## src/rtl/tws_pkg.sv

```systemverilog
`timescale 1ns / 1ps
`default_nettype none

package tws_pkg;

    // Configuration port geometry
    localparam int unsigned ADDR_W = 4;
    localparam int unsigned DATA_W = 32;

    // Register indexes (byte address = 4 * index)
    localparam logic [1:0] REG_REQ_BLOCK_SIZE = 2'd0;
    localparam logic [1:0] REG_REQ_TIMEOUT    = 2'd1;
    localparam logic [1:0] REG_TSIZE_OFFERED  = 2'd2;
    localparam logic [1:0] REG_OFFERED_TSIZE  = 2'd3;

    localparam logic [15:0] DEFAULT_BLOCK_SIZE = 16'd512;
    localparam logic [15:0] NO_ACK_YET         = 16'hFFFF;

    // Event types
    localparam logic [1:0] REQ_START = 2'd0;
    localparam logic [1:0] REQ_ACK   = 2'd1;
    localparam logic [1:0] REQ_OACK  = 2'd2;
    localparam logic [1:0] REQ_DATA  = 2'd3;

    // Actions
    localparam logic [1:0] ACT_WAIT  = 2'd0;
    localparam logic [1:0] ACT_SEND  = 2'd1;
    localparam logic [1:0] ACT_ERROR = 2'd2;
    localparam logic [1:0] ACT_DONE  = 2'd3;

    // Error packet kinds
    localparam logic [1:0] ERR_NONE    = 2'd0;
    localparam logic [1:0] ERR_ILLEGAL = 2'd1;
    localparam logic [1:0] ERR_REFUSED = 2'd2;

    // Final status
    localparam logic [1:0] ST_RUNNING = 2'd0;
    localparam logic [1:0] ST_OK      = 2'd1;
    localparam logic [1:0] ST_XFER    = 2'd2;
    localparam logic [1:0] ST_OPT     = 2'd3;

    // Failing checks
    localparam logic [4:0] CAUSE_NONE        = 5'd0;
    localparam logic [4:0] CAUSE_DATA_RX     = 5'd1;
    localparam logic [4:0] CAUSE_ACK_WRONG   = 5'd2;
    localparam logic [4:0] CAUSE_ACK0_REFUSE = 5'd3;
    localparam logic [4:0] CAUSE_OACK_LATE   = 5'd4;
    localparam logic [4:0] CAUSE_OACK_EMPTY  = 5'd5;
    localparam logic [4:0] CAUSE_BS_UNREQ    = 5'd6;
    localparam logic [4:0] CAUSE_BS_BAD      = 5'd7;
    localparam logic [4:0] CAUSE_BS_ABOVE    = 5'd8;
    localparam logic [4:0] CAUSE_TO_UNREQ    = 5'd9;
    localparam logic [4:0] CAUSE_TO_BAD      = 5'd10;
    localparam logic [4:0] CAUSE_TO_DIFF     = 5'd11;
    localparam logic [4:0] CAUSE_TS_UNREQ    = 5'd12;
    localparam logic [4:0] CAUSE_TS_BAD      = 5'd13;
    localparam logic [4:0] CAUSE_TS_DIFF     = 5'd14;
    localparam logic [4:0] CAUSE_PEER_REFUSE = 5'd15;
    localparam logic [4:0] CAUSE_UNKNOWN     = 5'd16;

    typedef struct packed {
        logic [15:0] req_block_size;
        logic [7:0]  req_timeout;
        logic        tsize_offered;
        logic [31:0] offered_tsize;
    } t_cfg;

    typedef struct packed {
        logic [1:0]  req_type;
        logic [15:0] block_number;
        logic [15:0] chunk_len;
        logic [15:0] bs_value;
        logic [7:0]  to_value;
        logic        ts_present;
        logic [31:0] ts_value;
        logic [2:0]  decode_ok;
        logic        options_empty;
        logic        peer_accepts;
        logic        unknown_left;
    } t_event;

    typedef struct packed {
        logic [1:0]  action;
        logic [15:0] data_block;
        logic [15:0] data_len;
        logic [1:0]  error_kind;
        logic [1:0]  final_status;
        logic [4:0]  fail_cause;
        logic [7:0]  new_timeout;
    } t_result;

    typedef struct packed {
        logic [15:0] sent_block;
        logic [15:0] acked_block;
        logic        final_sent;
        logic [15:0] block_size;
        logic        finished;
    } t_state;

    localparam t_state STATE_RESET = '{
        sent_block:  16'd0,
        acked_block: NO_ACK_YET,
        final_sent:  1'b0,
        block_size:  DEFAULT_BLOCK_SIZE,
        finished:    1'b0
    };

endpackage

`default_nettype wire

```

## src/rtl/tws_cfg_regs.sv

```systemverilog
`timescale 1ns / 1ps
`default_nettype none

module tws_cfg_regs (
    input  wire logic                       i_clk,
    input  wire logic                       i_rst_n,
    input  wire logic                       psel,
    input  wire logic                       penable,
    input  wire logic                       pwrite,
    input  wire logic [tws_pkg::ADDR_W-1:0] paddr,
    input  wire logic [tws_pkg::DATA_W-1:0] pwdata,
    output logic      [tws_pkg::DATA_W-1:0] prdata,
    output logic                            pready,
    output tws_pkg::t_cfg                   o_cfg
);

    tws_pkg::t_cfg r_cfg;
    logic          wr_en;
    logic [1:0]    reg_idx;

    assign pready  = 1'b1;
    assign wr_en   = psel && penable && pwrite;
    assign reg_idx = paddr[3:2];

    // Write on the access phase
    always_ff @(posedge i_clk) begin
        if (!i_rst_n) begin
            r_cfg <= '0;
        end else if (wr_en) begin
            case (reg_idx)
                tws_pkg::REG_REQ_BLOCK_SIZE: r_cfg.req_block_size <= pwdata[15:0];
                tws_pkg::REG_REQ_TIMEOUT:    r_cfg.req_timeout    <= pwdata[7:0];
                tws_pkg::REG_TSIZE_OFFERED:  r_cfg.tsize_offered  <= pwdata[0];
                tws_pkg::REG_OFFERED_TSIZE:  r_cfg.offered_tsize  <= pwdata;
                default: ;
            endcase
        end
    end

    // Read back
    always_comb begin
        case (reg_idx)
            tws_pkg::REG_REQ_BLOCK_SIZE: prdata = {16'd0, r_cfg.req_block_size};
            tws_pkg::REG_REQ_TIMEOUT:    prdata = {24'd0, r_cfg.req_timeout};
            tws_pkg::REG_TSIZE_OFFERED:  prdata = {31'd0, r_cfg.tsize_offered};
            tws_pkg::REG_OFFERED_TSIZE:  prdata = r_cfg.offered_tsize;
            default:                     prdata = '0;
        endcase
    end

    assign o_cfg = r_cfg;

endmodule

`default_nettype wire

```

## src/rtl/tws_engine.sv

```systemverilog
`timescale 1ns / 1ps
`default_nettype none

module tws_engine (
    input  wire logic            i_clk,
    input  wire logic            i_rst_n,
    input  wire logic            i_step,
    input  wire tws_pkg::t_cfg   i_cfg,
    input  wire tws_pkg::t_event i_event,
    output tws_pkg::t_result     o_result
);

    tws_pkg::t_state  r_st;
    tws_pkg::t_state  n_st;
    tws_pkg::t_result res;
    logic [15:0]      bs_eff;
    logic [15:0]      send_bsz;
    logic [15:0]      send_len;
    logic [15:0]      send_blk;
    logic             do_send;
    logic             do_fail;
    logic [1:0]       f_kind;
    logic [1:0]       f_status;
    logic [4:0]       f_cause;

    // Block size in force for this send: an accepted OACK value replaces it
    assign bs_eff   = (i_event.bs_value != 16'd0) ? i_event.bs_value : r_st.block_size;
    assign send_bsz = (i_event.req_type == tws_pkg::REQ_OACK) ? bs_eff : r_st.block_size;
    assign send_len = (i_event.chunk_len < send_bsz) ? i_event.chunk_len : send_bsz;
    assign send_blk = r_st.sent_block + 16'd1;

    // Decide one event against the current state
    always_comb begin
        n_st     = r_st;
        res      = '0;
        do_send  = 1'b0;
        do_fail  = 1'b0;
        f_kind   = tws_pkg::ERR_REFUSED;
        f_status = tws_pkg::ST_OPT;
        f_cause  = tws_pkg::CAUSE_NONE;

        if (i_event.req_type == tws_pkg::REQ_START) begin
            n_st = tws_pkg::STATE_RESET;
        end else if (r_st.finished) begin
            // drop everything until the next start
        end else if (i_event.req_type == tws_pkg::REQ_DATA) begin
            do_fail  = 1'b1;
            f_kind   = tws_pkg::ERR_ILLEGAL;
            f_status = tws_pkg::ST_XFER;
            f_cause  = tws_pkg::CAUSE_DATA_RX;
        end else if (i_event.req_type == tws_pkg::REQ_ACK) begin
            if (i_event.block_number == r_st.acked_block) begin
                // duplicate ACK: ignore
            end else if (i_event.block_number != r_st.sent_block) begin
                do_fail  = 1'b1;
                f_kind   = tws_pkg::ERR_ILLEGAL;
                f_status = tws_pkg::ST_XFER;
                f_cause  = tws_pkg::CAUSE_ACK_WRONG;
            end else begin
                n_st.acked_block = i_event.block_number;
                if (i_event.block_number == 16'd0 && !i_event.peer_accepts) begin
                    do_fail  = 1'b1;
                    f_kind   = tws_pkg::ERR_REFUSED;
                    f_status = tws_pkg::ST_XFER;
                    f_cause  = tws_pkg::CAUSE_ACK0_REFUSE;
                end else if (r_st.final_sent) begin
                    res.action       = tws_pkg::ACT_DONE;
                    res.final_status = tws_pkg::ST_OK;
                    n_st.finished    = 1'b1;
                end else begin
                    do_send = 1'b1;
                end
            end
        end else begin
            // OACK checks, first failing one wins
            if (r_st.acked_block != tws_pkg::NO_ACK_YET) begin
                do_fail  = 1'b1;
                f_kind   = tws_pkg::ERR_ILLEGAL;
                f_status = tws_pkg::ST_XFER;
                f_cause  = tws_pkg::CAUSE_OACK_LATE;
            end else if (i_event.options_empty) begin
                do_fail  = 1'b1;
                f_kind   = tws_pkg::ERR_ILLEGAL;
                f_status = tws_pkg::ST_XFER;
                f_cause  = tws_pkg::CAUSE_OACK_EMPTY;
            end else if (i_cfg.req_block_size == 16'd0 && i_event.bs_value != 16'd0) begin
                do_fail = 1'b1;
                f_cause = tws_pkg::CAUSE_BS_UNREQ;
            end else if (!i_event.decode_ok[0]) begin
                do_fail = 1'b1;
                f_cause = tws_pkg::CAUSE_BS_BAD;
            end else if (i_event.bs_value != 16'd0
                         && i_event.bs_value > i_cfg.req_block_size) begin
                do_fail = 1'b1;
                f_cause = tws_pkg::CAUSE_BS_ABOVE;
            end else begin
                n_st.block_size = bs_eff;
                if (i_cfg.req_timeout == 8'd0 && i_event.to_value != 8'd0) begin
                    do_fail = 1'b1;
                    f_cause = tws_pkg::CAUSE_TO_UNREQ;
                end else if (!i_event.decode_ok[1]) begin
                    do_fail = 1'b1;
                    f_cause = tws_pkg::CAUSE_TO_BAD;
                end else if (i_event.to_value != 8'd0
                             && i_event.to_value != i_cfg.req_timeout) begin
                    do_fail = 1'b1;
                    f_cause = tws_pkg::CAUSE_TO_DIFF;
                end else begin
                    // timeout is reported even if a later check fails
                    res.new_timeout = i_event.to_value;
                    if (!i_cfg.tsize_offered && i_event.ts_present) begin
                        do_fail = 1'b1;
                        f_cause = tws_pkg::CAUSE_TS_UNREQ;
                    end else if (!i_event.decode_ok[2]) begin
                        do_fail = 1'b1;
                        f_cause = tws_pkg::CAUSE_TS_BAD;
                    end else if (i_event.ts_present
                                 && i_event.ts_value != i_cfg.offered_tsize) begin
                        do_fail = 1'b1;
                        f_cause = tws_pkg::CAUSE_TS_DIFF;
                    end else if (!i_event.peer_accepts) begin
                        do_fail = 1'b1;
                        f_cause = tws_pkg::CAUSE_PEER_REFUSE;
                    end else if (i_event.unknown_left) begin
                        do_fail = 1'b1;
                        f_cause = tws_pkg::CAUSE_UNKNOWN;
                    end else begin
                        do_send = 1'b1;
                    end
                end
            end
        end

        // Send the next data block
        if (do_send) begin
            res.action      = tws_pkg::ACT_SEND;
            res.data_block  = send_blk;
            res.data_len    = send_len;
            n_st.sent_block = send_blk;
            if (send_len < send_bsz) begin
                n_st.final_sent = 1'b1;
            end
        end

        // Send an error and finish
        if (do_fail) begin
            res.action       = tws_pkg::ACT_ERROR;
            res.error_kind   = f_kind;
            res.final_status = f_status;
            res.fail_cause   = f_cause;
            n_st.finished    = 1'b1;
        end
    end

    // Advance state on each processed event
    always_ff @(posedge i_clk) begin
        if (!i_rst_n) begin
            r_st <= tws_pkg::STATE_RESET;
        end else if (i_step) begin
            r_st <= n_st;
        end
    end

    assign o_result = res;

    // A failing event leaves the transfer finished
    a_fail_finishes: assert property (@(posedge i_clk) disable iff (!i_rst_n)
        i_step && res.action == tws_pkg::ACT_ERROR |=> r_st.finished)
        else $error("error result did not finish the transfer");

    // Once finished, only a start produces anything but an all-zero result
    a_finished_silent: assert property (@(posedge i_clk) disable iff (!i_rst_n)
        r_st.finished && i_event.req_type != tws_pkg::REQ_START |-> res == '0)
        else $error("result produced after finish");

    // A sent block advances the sent counter by one
    a_send_advances: assert property (@(posedge i_clk) disable iff (!i_rst_n)
        i_step && res.action == tws_pkg::ACT_SEND
        |=> r_st.sent_block == $past(r_st.sent_block) + 16'd1)
        else $error("sent block counter did not advance");

endmodule

`default_nettype wire

```

## src/rtl/tftp_write_sender_step_core.sv

```systemverilog
`timescale 1ns / 1ps
`default_nettype none

// TFTP write sender, one event per beat.
// Input channel (i_in_valid / o_in_ready) carries one event: start, ACK,
// OACK with decoded option fields, or DATA. Output channel (o_out_valid /
// i_out_ready) carries exactly one result beat per event: the action, the
// data block number and length to send, the error kind, the final status,
// the failing check and any timeout taken from the OACK.
// An accepted event is held in an input register; the decision logic reads
// it against the transfer state and the result is captured in the output
// register when that register is free, which presents it as a result beat.
// Sustained rate is one event per cycle while the receiver takes each beat,
// as the decision step between the two registers is combinational.
// When the receiver stalls, the output register holds its beat and the input
// register still takes one more event; further events wait on o_in_ready.
// Reset empties both registers, clears the option registers to 0 and puts
// the transfer state to: nothing sent, nothing acknowledged, block size 512.
// The user must write the APB option registers only while idle; not enforced.
module tftp_write_sender_step_core (
    input  wire logic                       i_clk,
    input  wire logic                       i_rst_n,
    // configuration
    input  wire logic                       psel,
    input  wire logic                       penable,
    input  wire logic                       pwrite,
    input  wire logic [tws_pkg::ADDR_W-1:0] paddr,
    input  wire logic [tws_pkg::DATA_W-1:0] pwdata,
    output logic      [tws_pkg::DATA_W-1:0] prdata,
    output logic                            pready,
    // event channel
    input  wire logic                       i_in_valid,
    output logic                            o_in_ready,
    input  wire logic [1:0]                 i_req_type,
    input  wire logic [15:0]                i_block_number,
    input  wire logic [15:0]                i_chunk_len,
    input  wire logic [15:0]                i_bs_value,
    input  wire logic [7:0]                 i_to_value,
    input  wire logic                       i_ts_present,
    input  wire logic [31:0]                i_ts_value,
    input  wire logic [2:0]                 i_decode_ok,
    input  wire logic                       i_options_empty,
    input  wire logic                       i_peer_accepts,
    input  wire logic                       i_unknown_left,
    // result channel
    output logic                            o_out_valid,
    input  wire logic                       i_out_ready,
    output logic [1:0]                      o_action,
    output logic [15:0]                     o_data_block,
    output logic [15:0]                     o_data_len,
    output logic [1:0]                      o_error_kind,
    output logic [1:0]                      o_final_status,
    output logic [4:0]                      o_fail_cause,
    output logic [7:0]                      o_new_timeout
);

    tws_pkg::t_cfg    cfg;
    tws_pkg::t_event  in_beat;
    tws_pkg::t_event  r_in;
    tws_pkg::t_result result;
    tws_pkg::t_result r_out;
    logic             r_in_valid;
    logic             r_out_valid;
    logic             advance;
    logic             step;

    assign in_beat = '{
        req_type:      i_req_type,
        block_number:  i_block_number,
        chunk_len:     i_chunk_len,
        bs_value:      i_bs_value,
        to_value:      i_to_value,
        ts_present:    i_ts_present,
        ts_value:      i_ts_value,
        decode_ok:     i_decode_ok,
        options_empty: i_options_empty,
        peer_accepts:  i_peer_accepts,
        unknown_left:  i_unknown_left
    };

    tws_cfg_regs u_cfg (
        .i_clk   (i_clk),
        .i_rst_n (i_rst_n),
        .psel    (psel),
        .penable (penable),
        .pwrite  (pwrite),
        .paddr   (paddr),
        .pwdata  (pwdata),
        .prdata  (prdata),
        .pready  (pready),
        .o_cfg   (cfg)
    );

    // Output register is free when empty or being drained
    assign advance    = !r_out_valid || i_out_ready;
    assign step       = r_in_valid && advance;
    assign o_in_ready = !r_in_valid || advance;

    tws_engine u_engine (
        .i_clk    (i_clk),
        .i_rst_n  (i_rst_n),
        .i_step   (step),
        .i_cfg    (cfg),
        .i_event  (r_in),
        .o_result (result)
    );

    // Input register
    always_ff @(posedge i_clk) begin
        if (!i_rst_n) begin
            r_in_valid <= 1'b0;
        end else if (o_in_ready) begin
            r_in_valid <= i_in_valid;
        end
    end

    always_ff @(posedge i_clk) begin
        if (o_in_ready && i_in_valid) begin
            r_in <= in_beat;
        end
    end

    // Result register
    always_ff @(posedge i_clk) begin
        if (!i_rst_n) begin
            r_out_valid <= 1'b0;
        end else if (advance) begin
            r_out_valid <= r_in_valid;
        end
    end

    always_ff @(posedge i_clk) begin
        if (step) begin
            r_out <= result;
        end
    end

    assign o_out_valid    = r_out_valid;
    assign o_action       = r_out.action;
    assign o_data_block   = r_out.data_block;
    assign o_data_len     = r_out.data_len;
    assign o_error_kind   = r_out.error_kind;
    assign o_final_status = r_out.final_status;
    assign o_fail_cause   = r_out.fail_cause;
    assign o_new_timeout  = r_out.new_timeout;

    // Input side stalls only with both registers full and the output blocked
    a_stall_cause: assert property (@(posedge i_clk) disable iff (!i_rst_n)
        !o_in_ready |-> r_in_valid && r_out_valid && !i_out_ready)
        else $error("input stalled without a full pipeline");

    // A processed event always lands as a result beat
    a_step_lands: assert property (@(posedge i_clk) disable iff (!i_rst_n)
        step |=> o_out_valid)
        else $error("processed event produced no result beat");

    // An error result always names its failing check
    a_error_cause: assert property (@(posedge i_clk) disable iff (!i_rst_n)
        o_out_valid && o_action == tws_pkg::ACT_ERROR
        |-> o_fail_cause != tws_pkg::CAUSE_NONE && o_error_kind != tws_pkg::ERR_NONE)
        else $error("error result without cause");

endmodule

`default_nettype wire
```

## config.mk

```make
export PLATFORM = sky130hd
export DESIGN_NAME = tftp_write_sender_step_core
export DESIGN_NICKNAME = d
export VERILOG_FILES = /design/src/rtl/tws_pkg.sv /design/src/rtl/tws_cfg_regs.sv /design/src/rtl/tws_engine.sv /design/src/rtl/tftp_write_sender_step_core.sv
export SDC_FILE = /design/constraint.sdc
export NUM_CORES = 1
export LEC_CHECK = 0
export ABC_CLOCK_PERIOD_IN_PS = 6660
export BUFFER_PORTS_ARGS = -buffer_cell sky130_fd_sc_hd__buf_4
export CAP_MARGIN = 25
export CORE_MARGIN = 2
export CORE_UTILIZATION = 45
export CTS_CLUSTER_SIZE = 16
export DETAILED_ROUTE_END_ITERATION = 6
export GPL_ROUTABILITY_DRIVEN = 0
export HOLD_SLACK_MARGIN = 0.06
export PLACE_DENSITY = 0.71
export SYNTH_ARGS = -nofsm -noshare
export SYNTH_HDL_FRONTEND = slang
export SYNTH_SLANG_ARGS = --single-unit
```

## constraint.sdc

```tcl
create_clock -name i_clk -period 6.66 [get_ports i_clk]
set_input_delay 0.999 -clock i_clk [delete_from_list [all_inputs] [get_ports i_clk]]
set_output_delay 0.999 -clock i_clk [all_outputs]
set_load 0.005 [all_outputs]
```

==> impl_metrics.toml, run 1 <==
[outcome]
status = "finished, final reports clean"

[worst_setup_path]
cp_data_required_time_ns = 7.14
crit_start = "r_in[59]$_DFFE_PP_"
slowest_stage = "or4_1"
rr_worst_depth = 21
cp_cell_sequence = "or4_1 -> o41ai_4 -> mux2i_1 -> ha_1 -> a211oi_1 -> o21bai_1 -> a211oi_1 -> o21ai_0 -> a311o_1 -> nand2_4 -> or2_2 -> nand2_1 -> ha_1 -> a21oi_1 -> nor2b_1 -> o21ai_0 -> nand2_1 -> a2111oi_0 -> o21ai_0 -> or4_1 -> o2bb2ai_1"
cp-start-kind = "flip-flop"
crit_type = "flip-flop to flip-flop"
r2r-start = "r_in[59]$_DFFE_PP_"
timing.rr.end = "u_engine.r_st[17]$_SDFFE_PN0P_"
rrSetupSlack_ns = 0.53
critPathMaxFanout = 28
critPathArrivalTime_ns = 6.61
path_common_cell = "o21ai_0"
endpoint_kind = "flip-flop"
slowest_delay_ns = 0.65

[logic_synthesis]
syn_inst = 1157
synth_seq_cells = 257
synth_edf_count = 148
synth-async-reset-ratio_pct = 0
synthesis.area_sq_um = 12200
syn_avg_cell_area_sq_um = 10.6
synth.top_cells.by_count = "155 x nand2_1, 148 x edfxtp_1, 109 x dfxtp_1"
synth_area_leader_cell = "edfxtp_1"
ys_seq_area_share_pct = 54.2
yosysUniqueCellTypes = 67
synthTopCellsByArea = "edfxtp_1 36%, dfxtp_1 18%, nand2_1 4.8%, ha_1 4.5%, a21oi_1 3.9%"
yosysWarnings = 0
syn_nets = 1341
synth_top_area_share_pct = 36.4
ys.flop_type = "edfxtp_1"
post-synth-top-count-cell = "nand2_1"

[timing]
finalWorstSetupSlack_ns = 0.527
fin_crit_ns = 6.13
tightest_slew_ns = 0.928
grt_setup_unrepaired = "false"
fin_skew_ns = 0.0120
period_share_pct = 92.1
hold_viol = 0
slew_viol_final = 0
slew_headroom_pct = 37.9
setup_tns_ns = 0
fmax_mhz = 163
setup_violations = 0

[global_route]
track_usage_pct = 22.6
grt_pass1_wl_microns = 51400
overflow = 0
grt_antenna_before_repair = 3
grt_max_degree = 78
grt_pass1_vias = 9530

[clock_tree]
htree_levels = 1
cts-root-buf = "clkbuf_16"
cts-hold-fix-buffers = 0
tritoncts = "yes"
cts.sinks = 257
cts-resized-gates = 0
clk_pin_slew_ns = 0.06
post-cts-setup-buffer-count = 0
cts_buffers = 29
clock_latency_ns = 0.56
clock_path_buffers = 3

[pwr]
combPwrFrac_pct = 8.8
finalPower_mw = 3.64
powerDensity_nw_per_um2 = 241
switching_share_pct = 23.5
peakVddDrop_mv = 0.220
internal-power_mw = 2.79
seqPwrFrac_pct = 49.1
net-switching-power_mw = 0.854
cellLeakagePower_nw = 5.90
p_clk_share_pct = 42.1

[place]
port_buffers = 222
dp_slack_ns = 0.750
place.detailed.hpwl_microns = 23200
placed_cell_area_sq_um = 14200

[floorplanning]
core_sq_um = 26800
initial_utilization_pct = 45.6
io_pins = 226
die_height_microns = 169
rows = 60
die_w_microns = 169
die-area_sq_um = 28500

[route]
wl_per_cell_microns = 18.7
wl_microns = 32400
drc = 0
drt_iter0_markers = 732
vias = 9658
viasPerCell = 5.59
antenna_left = 0
drtPass1Iterations = 5

[finish]
syn_to_final_growth_pct = 23.5
drive_gt1_share_pct = 22.4
stdcell_area_sq_um = 15100
fin_nets = 1546
utilization_pct = 56.3

[hold_path]
whs_path_depth = 1
holdCritStartpoint = "u_engine.r_st[9]$_SDFFE_PN0P_"
whs_endpoint = "u_engine.r_st[9]$_SDFFE_PN0P_"
min_path_type = "flip-flop to flip-flop"

[job]
cap_violations = 0
==> power by group through the flow <==
stage / Combinational, mW / Sequential [mW] / Clock, mW
6_report: 0.321 / 1.79 / 1.53
5_1_grt: 0.357 / 1.79 / 1.62
4_1_cts: 0.321 / 1.79 / 1.56
3_5_place_dp: 0.318 / 1.82 / 0
3_3_place_gp: 0.311 / 1.82 / 0
2_1_floorplan: 0.180 / 1.81 / 0
==> how the worst max path moves through the flow <==
stage | slack (ns) | to
final | 0.53 | u_engine.r_st[17]$_SDFFE_PN0P_
after global routing | 0.06 | u_engine.r_st[17]$_SDFFE_PN0P_
after CTS | 0.69 | u_engine.r_st[17]$_SDFFE_PN0P_
after detailed placement | 0.75 | u_engine.r_st[17]$_SDFFE_PN0P_
after global placement | 0.84 | u_engine.r_st[17]$_SDFFE_PN0P_
after floorplan | 1.12 | u_engine.r_st[17]$_SDFFE_PN0P_
==> metal layers <==
layer  wire (microns)  global-route usage, %  up-vias
li1                 -                      -     4642
met1            14300                   31.0     4599
met2            14500                   35.4      352
met3             2840                   5.87       63
met4              786                   6.26        2
met5               16                      0        -
==> registers in the layout (all words and copies together), names as in the netlist, 5 cells and up <==
register       count
o_data_block      16
u_cfg.o_cfg       57
o_data_len        16
r_in              97
o_new_timeout      8
o_fail_cause       5
u_engine.r_st     50
==> kinds of logic after synthesis <==
family / count (synthesis) / share of synthesized area [%]
mux: 22 / 1.90
other cells: 1 / 0.0307
compound gates: 235 / 12.7
simple gates: 424 / 17.6
fa+ha+maj: 45 / 4.60
xor+xnor: 87 / 6.23
buf+inv: 86 / 2.79
flops: 257 / 54.2
==> cell usage in the layout, fill, tap and decap left out, types with 21 or more instances in the layout <==
cell,synthesis,routed
o21ai_0,36,35
xor2_1,50,50
a22o_1,23,23
or2_2,21,21
buf_4,1,234
nand4_1,24,24
and3_1,28,28
nor2_1,58,57
nor3_1,24,24
nor4_1,30,30
dfxtp_1,109,109
ha_1,44,44
edfxtp_1,148,148
a21oi_1,95,95
nor2b_1,25,25
nand2_1,155,155
mux2i_1,21,21
xnor2_1,37,37
inv_1,26,24
clkbuf_16,0,29
==> stage by stage <==
| step | hold WS (ns) | cells |
|---|---|---|
| floorplan | 0.449 | 1157 |
| global placement | 0.461 | 1672 |
| detailed placement | 0.465 | 1672 |
| CTS | 0.479 | 1726 |
| global route | 0.500 | 1726 |
| finish | 0.479 | 1729 |
==> critical path, delay by kind of cell, from the launching register on <==
kind,cells,cell delay [ns]
AO/OA/AOI/OAI,11,2.71
adder cells (fa/ha/maj),2,0.62
flip-flops,1,0.47
multiplexers,1,0.44
AND/OR/NAND/NOR,7,1.82
==> final cells by class <==
class | count | area, sq um
Timing Repair Buffer | 234 | 1760
Antenna cell | 3 | 7.51
Clock buffer | 42 | 825
Sequential cell | 257 | 6630
Multi-Input combinational cell | 814 | 5260
Clock inverter | 12 | 92.6
Tap cell | 341 | 427
Inverter | 26 | 97.6
Fill cell | 2319 | 11700
Note: power is estimated with default switching activity, not from simulation.
==> run 2: changes to the inputs <==
--- a/config.mk
+++ b/config.mk
@@ -14,7 +14,7 @@
 export DETAILED_ROUTE_END_ITERATION = 6
 export GPL_ROUTABILITY_DRIVEN = 0
 export HOLD_SLACK_MARGIN = 0.06
-export PLACE_DENSITY = 0.71
+export PLACE_DENSITY = 0.76
 export SYNTH_ARGS = -nofsm -noshare
 export SYNTH_HDL_FRONTEND = slang
 export SYNTH_SLANG_ARGS = --single-unit
==> run 2 against run 1 <==
- register-to-register slack improved by 0.07 ns
- sequential power about the same
- clock power about the same
- highest routed layer is now met4
- critical endpoint unchanged
- largest power group unchanged
==> impl_metrics.toml, run 2 (synthesis gave the netlist of run 1 again) <==
[timing]
slew_headroom_pct = 35.3
finalWorstSetupSlack_ns = 0.601
slew_viol_final = 0
fin_crit_ns = 6.06
period_share_pct = 91.0
fin_skew_ns = 0.0249
hold_viol = 0
tightest_slew_ns = 0.967
fmax_mhz = 165
grt_setup_unrepaired = "false"
setup_tns_ns = 0
setup_violations = 0

[worst_setup_path]
crit_type = "flip-flop to flip-flop"
crit_start = "r_in[62]$_DFFE_PP_"
cp-start-kind = "flip-flop"
rrSetupSlack_ns = 0.60
endpoint_kind = "flip-flop"
r2r-start = "r_in[62]$_DFFE_PP_"
cp_data_required_time_ns = 7.13
timing.rr.end = "u_engine.r_st[17]$_SDFFE_PN0P_"
rr_worst_depth = 22
critPathArrivalTime_ns = 6.53
crit_end = "u_engine.r_st[17]$_SDFFE_PN0P_"
critPathMaxFanout = 28

[pwr]
finalPower_mw = 3.61
peakVddDrop_mv = 0.187
cellLeakagePower_nw = 5.90
powerDensity_nw_per_um2 = 239

[global_route]
grt_antenna_before_repair = 1
track_usage_pct = 21.8
grt_pass1_vias = 9232
overflow = 0
grt_pass1_wl_microns = 49500
grt_max_degree = 78

[floorplanning]
die_height_microns = 169
core_sq_um = 26800
die_w_microns = 169
initial_utilization_pct = 45.6
die-area_sq_um = 28500
rows = 60
io_pins = 226

[hold_path]
min_path_type = "flip-flop to flip-flop"

[finish]
utilization_pct = 56.4
final_common_cell = "buf_4"
drive_gt1_share_pct = 22.9
top_register = "r_in"
final_cell_mix = "236 x buf_4, 155 x nand2_1, 148 x edfxtp_1"
syn_to_final_growth_pct = 23.6
fin_nets = 1549
largest_reg_flops = 97

[route]
drt_iter0_markers = 714
antenna_left = 0
wl_per_cell_microns = 18.3
drc = 0
viasPerCell = 5.58
vias = 9652
wl_microns = 31700
drtPass1Iterations = 5

[clock_tree]
clock_path_buffers = 3
cts_buffers = 29
clock_latency_ns = 0.56
htree_levels = 1
cts-hold-fix-buffers = 0
clk_pin_slew_ns = 0.06
cts-root-buf = "clkbuf_16"
cts.sinks = 257
tritoncts = "yes"

[job]
cap_violations = 0

[place]
place.detailed.hpwl_microns = 22800
dp_slack_ns = 0.548
port_buffers = 222

[outcome]
status = "finished, final reports clean"
run 2: repair_timing:
action	in CTS	in global routing
setup endpoints to repair	0	1
setup buffers	0	2
resized for setup	0	1
run 2: layout make-up:
type | count | area [sq um]
multi-input combinational | 814 | 5270
clock buffer | 39 | 813
inverter | 26 | 97.6
fill | 2289 | 11700
clock inverter | 15 | 91.3
timing repair buffer | 237 | 1780
sequential | 257 | 6630
antenna | 2 | 5.00
tap | 341 | 427
run 2: per-stage QoR:
step	std cells	area, sq um	hold slack, ns
6_report	1731	15100	0.477
4_1_cts	1726	15100	0.479
3_3_place_gp	1672	14200	0.462
5_1_grt	1729	15100	0.495
2_1_floorplan	1157	12200	0.449
3_5_place_dp	1672	14200	0.465
run 2: worst max-delay path, stage by stage, from the launching register on:
cell,delay [ns]
edfxtp_1,0.44
or4_1,0.66
o41ai_4,0.35
buf_4,0.21
mux2i_1,0.38
ha_1,0.32
a21oi_1,0.14
o21ai_0,0.12
or3_1,0.33
a31o_2,0.22
a311o_1,0.39
nand2_4,0.27
or2_2,0.17
nand2_1,0.06
ha_1,0.30
a21oi_1,0.13
nor2b_1,0.05
o21ai_0,0.16
nand2_1,0.09
a2111oi_0,0.41
o21ai_0,0.17
or4_1,0.48
o2bb2ai_1,0.12
run 2: where the power goes:
group	total [mW]	internal [mW]	leakage [nW]	switching [mW]
Sequential	1.79	1.74	2.31	0.0467
Combinational	0.320	0.152	3.15	0.169
Clock	1.50	0.857	0.439	0.641
Total	3.61	2.75	5.90	0.857
run 2: how the worst min path moves through the flow:
stage                                         startpoint                              to  slack [ns]  depth (start not counted)
after floorplan            u_engine.r_st[2]$_SDFFE_PN0P_   u_engine.r_st[2]$_SDFFE_PN0P_        0.45                          1
final                       u_cfg.o_cfg[20]$_SDFFE_PN0P_    u_cfg.o_cfg[20]$_SDFFE_PN0P_        0.48                          2
after CTS                   u_cfg.o_cfg[19]$_SDFFE_PN0P_    u_cfg.o_cfg[19]$_SDFFE_PN0P_        0.48                          2
after global placement     u_engine.r_st[7]$_SDFFE_PN0P_   u_engine.r_st[7]$_SDFFE_PN0P_        0.46                          1
after global routing       u_engine.r_st[6]$_SDFFE_PN0P_   u_engine.r_st[6]$_SDFFE_PN0P_        0.50                          1
after detailed placement  u_engine.r_st[15]$_SDFFE_PN0P_  u_engine.r_st[15]$_SDFFE_PN0P_        0.47                          1
run 2: metal layers:
layer  global-route usage, %  up-vias  wire length, microns
li1                        -     4648                     -
met1                    29.9     4571                 13800
met2                    33.7      370                 14100
met3                    5.61       63                  2790
met4                    7.46        0                  1010
met5                       0        -                     0
